[src/rtl/mdd_pkg.sv]
// mdd_pkg: shared widths, payload types and helpers of the delta event detector
// used by the channel interfaces, the ratio divider, the delta unit and the top level
`timescale 1ns / 1ps

package mdd_pkg;

  localparam int CHANNELS    = 8;
  localparam int SAMPLE_BITS = 16;
  localparam int MAX_CH      = 8;
  localparam int THR_BITS    = 16;
  localparam int CMP_BITS    = (SAMPLE_BITS > THR_BITS) ? SAMPLE_BITS : THR_BITS;
  localparam int CH_IDX_BITS = (CHANNELS > 1) ? $clog2(CHANNELS) : 1;
  localparam int COUNT_BITS  = 4;
  localparam int TOTAL_BITS  = 32;
  localparam int SUM_BITS    = TOTAL_BITS + 1;
  localparam int RATIO_BITS  = 17;
  localparam int DIV_STEPS   = RATIO_BITS;
  localparam int DIV_CNT_BITS = $clog2(DIV_STEPS + 1);

  // configuration map
  localparam int CFG_IDX_BITS  = 4;
  localparam int CFG_DATA_BITS = THR_BITS;
  localparam logic [CFG_IDX_BITS-1:0] REG_THRESHOLD_CH0 = CFG_IDX_BITS'(0);
  localparam int NUM_REGS = MAX_CH;

  typedef logic [MAX_CH-1:0][THR_BITS-1:0]    thr_array_t;
  typedef logic [MAX_CH-1:0][SAMPLE_BITS-1:0] samples_t;

  localparam thr_array_t THR_RESET = {
    16'd6554, 16'd6554, 16'd9830, 16'd6554, 16'd6554, 16'd3277, 16'd3277, 16'd3277
  };

  typedef struct packed {
    logic [SAMPLE_BITS-1:0] sample_ch7;
    logic [SAMPLE_BITS-1:0] sample_ch6;
    logic [SAMPLE_BITS-1:0] sample_ch5;
    logic [SAMPLE_BITS-1:0] sample_ch4;
    logic [SAMPLE_BITS-1:0] sample_ch3;
    logic [SAMPLE_BITS-1:0] sample_ch2;
    logic [SAMPLE_BITS-1:0] sample_ch1;
    logic [SAMPLE_BITS-1:0] sample_ch0;
  } sample_t;

  typedef struct packed {
    logic [MAX_CH-1:0]     fired_mask;
    logic [COUNT_BITS-1:0] fired_count;
    logic                  priming_item;
    logic [TOTAL_BITS-1:0] vectors_fired;
    logic [TOTAL_BITS-1:0] vectors_quiet;
    logic [RATIO_BITS-1:0] quiet_ratio;
  } result_t;

  typedef struct packed {
    logic busy;
    logic done;
  } div_status_t;

  function automatic samples_t unpack_samples(sample_t s);
    return samples_t'(s);
  endfunction

  function automatic logic [TOTAL_BITS-1:0] sat_inc(logic [TOTAL_BITS-1:0] v);
    return (&v) ? v : v + TOTAL_BITS'(1);
  endfunction

endpackage

[src/rtl/mdd_if.sv]
// mdd channel interfaces: sample input, result output and configuration write
// depends on mdd_pkg for the payload types and widths
`timescale 1ns / 1ps

interface mdd_sample_if;
  import mdd_pkg::*;
  logic    valid;
  logic    ready;
  sample_t payload;
  modport source (output valid, output payload, input ready);
  modport sink   (input valid, input payload, output ready);
endinterface

interface mdd_result_if;
  import mdd_pkg::*;
  logic    valid;
  logic    ready;
  result_t payload;
  modport source (output valid, output payload, input ready);
  modport sink   (input valid, input payload, output ready);
endinterface

interface mdd_cfg_if;
  import mdd_pkg::*;
  logic                     valid;
  logic                     ready;
  logic [CFG_IDX_BITS-1:0]  index;
  logic [CFG_DATA_BITS-1:0] data;
  modport source (output valid, output index, output data, input ready);
  modport sink   (input valid, input index, input data, output ready);
endinterface

[src/rtl/multichannel_delta_event_detector.sv]
// multichannel_delta_event_detector: send-on-delta detector over eight Q0.16 channels
// depends on mdd_pkg, mdd_if, mdd_delta_unit and mdd_ratio_div
//
//   channel    dir  handshake      payload
//   sample_i   in   valid/ready    sample_ch0..sample_ch7, 16 bits each
//   result_o   out  valid/ready    mask, count, priming flag, totals, quiet ratio
//   cfg_i      in   valid/ready    register index (4 bits), threshold (16 bits)
//
// a normal vector goes through the delta unit one channel a cycle, then through
// the ratio divider one quotient bit a cycle; a priming vector skips the channel
// scan, and its zero totals let the divider finish without quotient steps
// rst_ni clears control state and loads the reset thresholds at once
// a waiting result does not block the next vector; the block stalls only when
// a second result is done before the first one is taken
`timescale 1ns / 1ps

module multichannel_delta_event_detector (
  input  logic         clk_i,
  input  logic         rst_ni,
  mdd_sample_if.sink   sample_i,
  mdd_result_if.source result_o,
  mdd_cfg_if.sink      cfg_i
);
  import mdd_pkg::*;

  typedef enum logic [2:0] {
    ST_IDLE,
    ST_SCAN,
    ST_TOTALS,
    ST_DIV_START,
    ST_DIV_WAIT,
    ST_DONE
  } state_e;

  state_e                                 state_q;
  thr_array_t                             thr_q;
  logic                                   primed_q;
  logic [CHANNELS-1:0][SAMPLE_BITS-1:0]   last_q;
  samples_t                               smp_q;
  logic [CH_IDX_BITS-1:0]                 idx_q;
  logic [CHANNELS-1:0]                    mask_q;
  logic [COUNT_BITS-1:0]                  count_q;
  logic                                   priming_q;
  logic [TOTAL_BITS-1:0]                  fired_q, quiet_q;
  logic                                   out_valid_q;
  result_t                                out_q;

  samples_t              in_samples;
  logic                  in_xfer;
  logic                  out_free;
  logic                  fire;
  logic                  div_start;
  div_status_t           div_status;
  logic [RATIO_BITS-1:0] ratio;

  assign in_samples     = unpack_samples(sample_i.payload);
  assign sample_i.ready = (state_q == ST_IDLE);
  assign in_xfer        = sample_i.valid && sample_i.ready;
  assign out_free       = !out_valid_q || result_o.ready;
  assign div_start      = (state_q == ST_DIV_START);
  assign cfg_i.ready    = 1'b1;

  mdd_delta_unit u_delta (
    .sample_i (smp_q[idx_q]),
    .last_i   (last_q[idx_q]),
    .thr_i    (thr_q[idx_q]),
    .fire_o   (fire)
  );

  mdd_ratio_div u_div (
    .clk_i    (clk_i),
    .rst_ni   (rst_ni),
    .start_i  (div_start),
    .fired_i  (fired_q),
    .quiet_i  (quiet_q),
    .status_o (div_status),
    .ratio_o  (ratio)
  );

  // thresholds, writes beyond the register list are dropped
  always_ff @(posedge clk_i or negedge rst_ni) begin
    if (!rst_ni) begin
      thr_q <= THR_RESET;
    end else if (cfg_i.valid && cfg_i.ready &&
                 cfg_i.index < CFG_IDX_BITS'(NUM_REGS)) begin
      thr_q[3'(cfg_i.index - REG_THRESHOLD_CH0)] <= cfg_i.data;
    end
  end

  always_ff @(posedge clk_i or negedge rst_ni) begin
    if (!rst_ni) begin
      state_q     <= ST_IDLE;
      primed_q    <= 1'b0;
      last_q      <= '0;
      idx_q       <= '0;
      mask_q      <= '0;
      count_q     <= '0;
      priming_q   <= 1'b0;
      fired_q     <= '0;
      quiet_q     <= '0;
      out_valid_q <= 1'b0;
    end else begin
      if (state_q == ST_DONE && out_free) begin
        out_valid_q <= 1'b1;
      end else if (out_valid_q && result_o.ready) begin
        out_valid_q <= 1'b0;
      end
      unique case (state_q)
        ST_IDLE: begin
          if (in_xfer) begin
            idx_q   <= '0;
            mask_q  <= '0;
            count_q <= '0;
            if (!primed_q) begin
              // first vector only loads the stored values
              for (int i = 0; i < CHANNELS; i++) begin
                last_q[i] <= in_samples[i];
              end
              primed_q  <= 1'b1;
              priming_q <= 1'b1;
              state_q   <= ST_TOTALS;
            end else begin
              priming_q <= 1'b0;
              state_q   <= ST_SCAN;
            end
          end
        end
        ST_SCAN: begin
          mask_q[idx_q] <= fire;
          count_q       <= count_q + COUNT_BITS'(fire);
          last_q[idx_q] <= smp_q[idx_q];
          if (idx_q == CH_IDX_BITS'(CHANNELS - 1)) begin
            state_q <= ST_TOTALS;
          end else begin
            idx_q <= idx_q + CH_IDX_BITS'(1);
          end
        end
        ST_TOTALS: begin
          if (!priming_q) begin
            if (count_q != '0) begin
              fired_q <= sat_inc(fired_q);
            end else begin
              quiet_q <= sat_inc(quiet_q);
            end
          end
          state_q <= ST_DIV_START;
        end
        ST_DIV_START: begin
          state_q <= ST_DIV_WAIT;
        end
        ST_DIV_WAIT: begin
          if (div_status.done) begin
            state_q <= ST_DONE;
          end
        end
        ST_DONE: begin
          if (out_free) begin
            state_q <= ST_IDLE;
          end
        end
        default: state_q <= ST_IDLE;
      endcase
    end
  end

  always_ff @(posedge clk_i) begin
    if (in_xfer) begin
      smp_q <= in_samples;
    end
    if (state_q == ST_DONE && out_free) begin
      out_q.fired_mask    <= MAX_CH'(mask_q);
      out_q.fired_count   <= count_q;
      out_q.priming_item  <= priming_q;
      out_q.vectors_fired <= fired_q;
      out_q.vectors_quiet <= quiet_q;
      out_q.quiet_ratio   <= ratio;
    end
  end

  assign result_o.valid   = out_valid_q;
  assign result_o.payload = out_q;

endmodule

[src/rtl/mdd_delta_unit.sv]
// mdd_delta_unit: shared absolute-difference and threshold compare for one channel
// depends on mdd_pkg for sample and threshold widths
`timescale 1ns / 1ps

module mdd_delta_unit (
  input  logic [mdd_pkg::SAMPLE_BITS-1:0] sample_i,
  input  logic [mdd_pkg::SAMPLE_BITS-1:0] last_i,
  input  logic [mdd_pkg::THR_BITS-1:0]    thr_i,
  output logic                            fire_o
);
  import mdd_pkg::*;

  logic [SAMPLE_BITS-1:0] delta;

  assign delta  = (sample_i >= last_i) ? sample_i - last_i : last_i - sample_i;
  assign fire_o = CMP_BITS'(delta) > CMP_BITS'(thr_i);

endmodule

[src/rtl/mdd_ratio_div.sv]
// mdd_ratio_div: restoring divider for quiet * 2^16 / (fired + quiet), one bit a cycle
// depends on mdd_pkg for total and ratio widths and the status struct
`timescale 1ns / 1ps

module mdd_ratio_div (
  input  logic                           clk_i,
  input  logic                           rst_ni,
  input  logic                           start_i,
  input  logic [mdd_pkg::TOTAL_BITS-1:0] fired_i,
  input  logic [mdd_pkg::TOTAL_BITS-1:0] quiet_i,
  output mdd_pkg::div_status_t           status_o,
  output logic [mdd_pkg::RATIO_BITS-1:0] ratio_o
);
  import mdd_pkg::*;

  logic                    busy_q, done_q;
  logic [DIV_CNT_BITS-1:0] cnt_q;
  logic [SUM_BITS-1:0]     sum_q, rem_q, rem_d;
  logic [RATIO_BITS-1:0]   quot_q;
  logic                    nbit_q;
  logic [SUM_BITS-1:0]     sum_w;
  logic [SUM_BITS+1:0]     trial;
  logic                    ge;

  assign sum_w = SUM_BITS'(fired_i) + SUM_BITS'(quiet_i);

  // remainder stays below the divisor, so one subtract decides each quotient bit
  assign trial = {1'b0, rem_q, nbit_q} - (SUM_BITS + 2)'(sum_q);
  assign ge    = ~trial[SUM_BITS+1];
  assign rem_d = ge ? trial[SUM_BITS-1:0] : {rem_q[SUM_BITS-2:0], nbit_q};

  always_ff @(posedge clk_i or negedge rst_ni) begin
    if (!rst_ni) begin
      busy_q <= 1'b0;
      done_q <= 1'b0;
      cnt_q  <= '0;
    end else begin
      done_q <= 1'b0;
      if (start_i) begin
        if (sum_w == '0) begin
          done_q <= 1'b1;
        end else begin
          busy_q <= 1'b1;
          cnt_q  <= DIV_CNT_BITS'(DIV_STEPS);
        end
      end else if (busy_q) begin
        cnt_q <= cnt_q - DIV_CNT_BITS'(1);
        if (cnt_q == DIV_CNT_BITS'(1)) begin
          busy_q <= 1'b0;
          done_q <= 1'b1;
        end
      end
    end
  end

  always_ff @(posedge clk_i) begin
    if (start_i) begin
      sum_q  <= sum_w;
      rem_q  <= SUM_BITS'(quiet_i >> 1);
      nbit_q <= quiet_i[0];
      quot_q <= '0;
    end else if (busy_q) begin
      rem_q  <= rem_d;
      nbit_q <= 1'b0;
      quot_q <= {quot_q[RATIO_BITS-2:0], ge};
    end
  end

  assign status_o.busy = busy_q;
  assign status_o.done = done_q;
  assign ratio_o       = quot_q;

endmodule

[src/flat_wrapper.sv]
// flat-port wrapper written by rule: the top's interface ports become plain ports
module multichannel_delta_event_detector_flat import mdd_pkg::*;
  (clk_i, rst_ni, sample_i_valid, sample_i_payload, sample_i_ready, result_o_valid, result_o_payload, result_o_ready, cfg_i_valid, cfg_i_index, cfg_i_data, cfg_i_ready);
  mdd_sample_if sample_i_i ();
  mdd_result_if result_o_i ();
  mdd_cfg_if cfg_i_i ();
  input  logic clk_i;
  input  logic rst_ni;
  input wire logic [$bits(sample_i_i.valid)-1:0] sample_i_valid;
  input wire logic [$bits(sample_i_i.payload)-1:0] sample_i_payload;
  output wire logic [$bits(sample_i_i.ready)-1:0] sample_i_ready;
  output wire logic [$bits(result_o_i.valid)-1:0] result_o_valid;
  output wire logic [$bits(result_o_i.payload)-1:0] result_o_payload;
  input wire logic [$bits(result_o_i.ready)-1:0] result_o_ready;
  input wire logic [$bits(cfg_i_i.valid)-1:0] cfg_i_valid;
  input wire logic [$bits(cfg_i_i.index)-1:0] cfg_i_index;
  input wire logic [$bits(cfg_i_i.data)-1:0] cfg_i_data;
  output wire logic [$bits(cfg_i_i.ready)-1:0] cfg_i_ready;
  assign sample_i_i.valid = sample_i_valid;
  assign sample_i_i.payload = sample_i_payload;
  assign sample_i_ready = sample_i_i.ready;
  assign result_o_valid = result_o_i.valid;
  assign result_o_payload = result_o_i.payload;
  assign result_o_i.ready = result_o_ready;
  assign cfg_i_i.valid = cfg_i_valid;
  assign cfg_i_i.index = cfg_i_index;
  assign cfg_i_i.data = cfg_i_data;
  assign cfg_i_ready = cfg_i_i.ready;
  multichannel_delta_event_detector u_core (.clk_i(clk_i), .rst_ni(rst_ni), .sample_i(sample_i_i), .result_o(result_o_i), .cfg_i(cfg_i_i));
endmodule
[config.mk]
export PLATFORM = sky130hd
export DESIGN_NAME = multichannel_delta_event_detector_flat
export DESIGN_NICKNAME = d
export VERILOG_FILES = /design/src/rtl/mdd_pkg.sv /design/src/rtl/mdd_if.sv /design/src/rtl/multichannel_delta_event_detector.sv /design/src/rtl/mdd_delta_unit.sv /design/src/rtl/mdd_ratio_div.sv /design/src/flat_wrapper.sv
export SDC_FILE = /design/constraint.sdc
export NUM_CORES = 1
export LEC_CHECK = 0
export ABC_AREA = 1
export BUFFER_PORTS_ARGS = -buffer_cell sky130_fd_sc_hd__buf_4
export CAP_MARGIN = 20
export CORE_MARGIN = 5
export CORE_UTILIZATION = 45
export CTS_CLUSTER_SIZE = 40
export DETAILED_ROUTE_END_ITERATION = 8
export MAX_ROUTING_LAYER = met4
export SETUP_SLACK_MARGIN = 0.3
export SLEW_MARGIN = 20
export SYNTH_ARGS = -nofsm -noshare
export SYNTH_HDL_FRONTEND = slang
export SYNTH_SLANG_ARGS = --single-unit
[constraint.sdc]
create_clock -name clk_i -period 11.9 [get_ports clk_i]
set_input_delay 1.785 -clock clk_i [delete_from_list [all_inputs] [get_ports clk_i]]
set_output_delay 1.785 -clock clk_i [all_outputs]
set_load 0.05 [all_outputs]
==> flow_summary_export.csv <==
group,metric,value,unit
pwr,p_leak,17.68,nW
floorplanning,initial_utilization,45.28,%
grt,grt_pass1_vias,26880,
cells_and_area,drive_gt1_share,13.10,%
worst_setup_path,worstPathRequired,12.39,ns
grt,grt_overflow_total,0,
routing,routed_via_density,5.549,
grt,grt_pass1_wl,169400,um
worst_setup_path,path_common_cell,"ha_1",
clocking,htreeDepth,3,
floorplanning,rows,101,
logic_synthesis,netlist_area,34330,um^2
clocking,cts_setup_buffers,0,
routing,first_iter_violations,2915,
logic_synthesis,synthCells,3899,
routing,wl_met2,46970,um
worst_setup_path,path_delay_family,"compound AO/OA/AOI/OAI gates",
timing,holdWs,0.4279,ns
timing,finalHoldViolCount,0,
logic_synthesis,yosys.area_share.simple,20.20,%
routing,drt_first_pass_iters,6,
worst_setup_path,slowest_stage,"clkinv_1",
timing,rsz0062_at_grt,"no",
timing,relSlewSlack,16.76,%
grt,grt_max_degree,95,
clocking,path_clk_slew,0.06,ns
timing,setup_tns,0,ns
floorplanning,dieArea,81920,um^2
cells_and_area,nNetsFinal,4384,
timing,setup_viol,0,
routing,highest_layer,"met4",
timing,fin_crit_sh,58.21,%
clocking,cts_tree,"yes",
floorplanning,die_h,286.2,um
job,drv_cap,0,
timing,fmax,144.4,MHz
logic_synthesis,synthDistinctLibCells,59,
clocking,numClockSinks,654,
cells_and_area,syn_to_final_growth,15.49,%
floorplanning,die_w,286.2,um
pwr,internal_power,6.588,mW
logic_synthesis,postSynthAreaPerCell,8.806,um^2
grt,track_usage,27.76,%
logic_synthesis,synth_top_family_by_area,"simple AND/OR/NAND/NOR gates",
worst_setup_path,endpoint_kind,"flip-flop",
worst_setup_path,cp-start-kind,"flip-flop",
logic_synthesis,async_reset_ff_share,53.21,%
routing,post_drt_wl_per_cell,22.00,um
logic_synthesis,synth_ff_type,"dfrtp_1",
timing,final.setup_skew,0.01896,ns
clocking,clockBufferDepth,3,
placed_design,placement.io_buffers,248,
pwr,power.share.clock,19.0,%
pwr,vdd_drop_max,0.3039,mV
pwr,pwr-share-seq,29.0,%
worst_setup_path,cpPeakStageDelay,0.66,ns
logic_synthesis,synth_edf_count,287,
clocking,clk_latency,0.63,ns
logic_synthesis,yosysWarnings,0,
floorplanning,io_pins,250,
timing,period_minus_slack,6.927,ns
worst_setup_path,worstSetupPathType,"flip-flop to flip-flop",
routing,drc,0,
worst_setup_path,crit_path_max_fanout,52,
routing,vias,28630,
logic_synthesis,synthAdderAreaFrac,4.606,%
routing,routed_wl,113500,um
logic_synthesis,synth_nets,4176,
floorplanning,core-area,75820,um^2
clocking,cts-resized-gates,0,
clocking,cts_buffers,73,
logic_synthesis,ys_seq_elements,654,
pwr,power_frac_comb,51.9,%
routing,dr_wl_met3,9622,um
placed_design,gp_congestion,0.9493,
pwr,switching_share,45.95,%
clocking,root_buffer,"clkbuf_16",
logic_synthesis,synthMuxAreaShare,0.2442,%
timing,worstMarginPinSlew,1.238,ns
worst_hold_path,min_path_type,"flip-flop to flip-flop",
placed_design,hpwlAfterDp,83010,um
grt,antenna_found_initial,13,
status,status,"complete, no violations",
pwr,power.density,307.4,nW/um^2
clocking,holdBufCountCts,0,
worst_setup_path,crit_buf_inv,5,
pwr,switchingPower,5.600,mW
timing,drv_slew,0,
routing,wl_met1,54820,um
logic_synthesis,synth-compound-area-share,13.31,%
logic_synthesis,synth_xor_area_share,2.832,%
logic_synthesis,yosysSeqAreaShare,51.78,%
worst_setup_path,critPathArrivalTime,7.42,ns
routing,ant_nets,0,
## power by group through the flow
stage | Combinational, mW | Clock, mW | Sequential, mW
after detailed placement | 6.26 | 0 | 3.56
final | 6.33 | 2.32 | 3.54
after floorplan | 4.19 | 0 | 3.70
after global placement | 6.28 | 0 | 3.56
after CTS | 6.28 | 2.36 | 3.53
after global routing | 6.96 | 2.46 | 3.60
## Yosys cell counts, drive strengths merged, types with 4 or more instances
library cell,instances,area share [%]
o21ai,253,3.7
dfstp,56,4.3
a21oi,121,1.8
o2bb2ai,17,0.43
nor2,345,3.9
o22ai,6,0.11
a22o,39,0.99
buf,63,0.93
nor3,52,0.85
nand2,950,11
inv,465,5.1
a221oi,67,1.7
a31oi,122,2.2
o21bai,7,0.15
nand3,219,3.3
mux2i,5,0.15
o211ai,19,0.42
edfxtp,287,25
o2111ai,5,0.13
dfxtp,19,1.1
xor2,78,2.0
nor4,15,0.29
nand4,50,0.91
a22oi,40,0.87
or2,8,0.15
nand3b,7,0.15
xnor2,33,0.84
fa,4,0.23
o21a,11,0.24
ha,120,4.4
a21o,10,0.22
clkbuf,91,0.99
dfrtp,292,21
## worst reg2reg max path, delay by kind of cell, from the launching register on
| kind | cells | cell delay (ns) |
|---|---|---|
| compound gates | 11 | 1.89 |
| xor+xnor | 1 | 0.27 |
| fa+ha+maj | 5 | 1.33 |
| buf+inv | 5 | 1.47 |
| flops | 1 | 0.54 |
| simple gates | 7 | 1.30 |
## routing by layer
layer | vias up | GRT usage, %
met2 | 993 | 37.93
met5 | - | -
met3 | 123 | 6.037
met1 | 13880 | 42.41
met4 | 0 | 6.011
li1 | 13640 | -
## kinds of logic after synthesis
kind of cell / Yosys count
fa+ha+maj: 124
mux: 8
flops: 654
simple gates: 1651
other cells: 1
buf+inv: 621
xor+xnor: 111
compound gates: 729
## final timing paths
check | cells after the start | slack (ns) | start | to
min in group asynchronous | 1 | 1.22 | rst_ni | u_core.fired_q[2]
setup reg to reg | 29 | 4.97 | u_core.idx_q[0] | u_core.count_q[2]
setup / recovery | 29 | 4.97 | u_core.idx_q[0] | u_core.count_q[2]
max in group asynchronous | 2 | 9.18 | rst_ni | u_core.last_q[119]
hold / removal | 0 | 0.43 | u_core.u_div.ratio_o[16] | u_core.result_o.payload[16]
hold reg to reg | 0 | 0.43 | u_core.u_div.ratio_o[16] | u_core.result_o.payload[16]
## flip-flops by register name (all words and copies together) (netlist names), 3 cells and up
| signal | count |
|---|---|
| u_core.count_q | 4 |
| u_core.fired_q | 32 |
| u_core.idx_q | 3 |
| u_core.last_q | 128 |
| u_core.mask_q | 8 |
| u_core.quiet_q | 32 |
| u_core.result_o.payload | 94 |
| u_core.smp_q | 128 |
| u_core.state_q | 3 |
| u_core.thr_q | 128 |
| u_core.u_div.cnt_q | 5 |
| u_core.u_div.ratio_o | 17 |
| u_core.u_div.rem_q | 33 |
| u_core.u_div.sum_q | 33 |
## metrics by stage
step	instance area (um^2)	worst slack (ns)	total power, mW	util, %	instances
after floorplan	34330	5.615	7.885	-	3899
after global placement	37170	5.169	9.843	49.02	5010
after detailed placement	37170	5.000	9.820	49.02	5010
after CTS	39610	4.968	12.17	52.24	5146
after global routing	39650	4.584	13.02	52.29	5158
final	39650	4.973	12.19	52.30	5160
## cells in the final DEF (no fill, tap or decap), types with 12 or more instances in the layout
master     netlist  final
a22o_1          39     39
ha_1           120    120
xnor2_1         33     33
o211ai_1        19     19
dfrtp_1        292    292
nor3_1          47     45
a221oi_1        67     67
nand2_2         19     21
xor2_1          78     78
clkinv_1         2     12
nand3_1        209    208
buf_4            5    286
clkbuf_1        91     14
nor4_1          14     14
dfstp_2         56     56
a31oi_1        122    122
diode_2          0     14
o21ai_0        251    251
clkbuf_16        0     75
a21oi_1        114    114
dfxtp_1         19     19
a22oi_1         40     40
nor2_1         335    322
edfxtp_1       287    287
inv_1          456    455
nor2_4           2     13
nand4_1         50     50
nand2_1        931    929
o2bb2ai_1       17     17
## cell type report
type                       instances  area, um^2
multi-input combinational       2624       14250
antenna                           14       35.03
inverter                         467        1760
sequential                       654       17780
tap                              978        1224
clock buffer                      93        1984
fill                            7187       36170
timing repair buffer             287        2162
clock inverter                    43       457.9
Power figures use the tool's default switching activity.
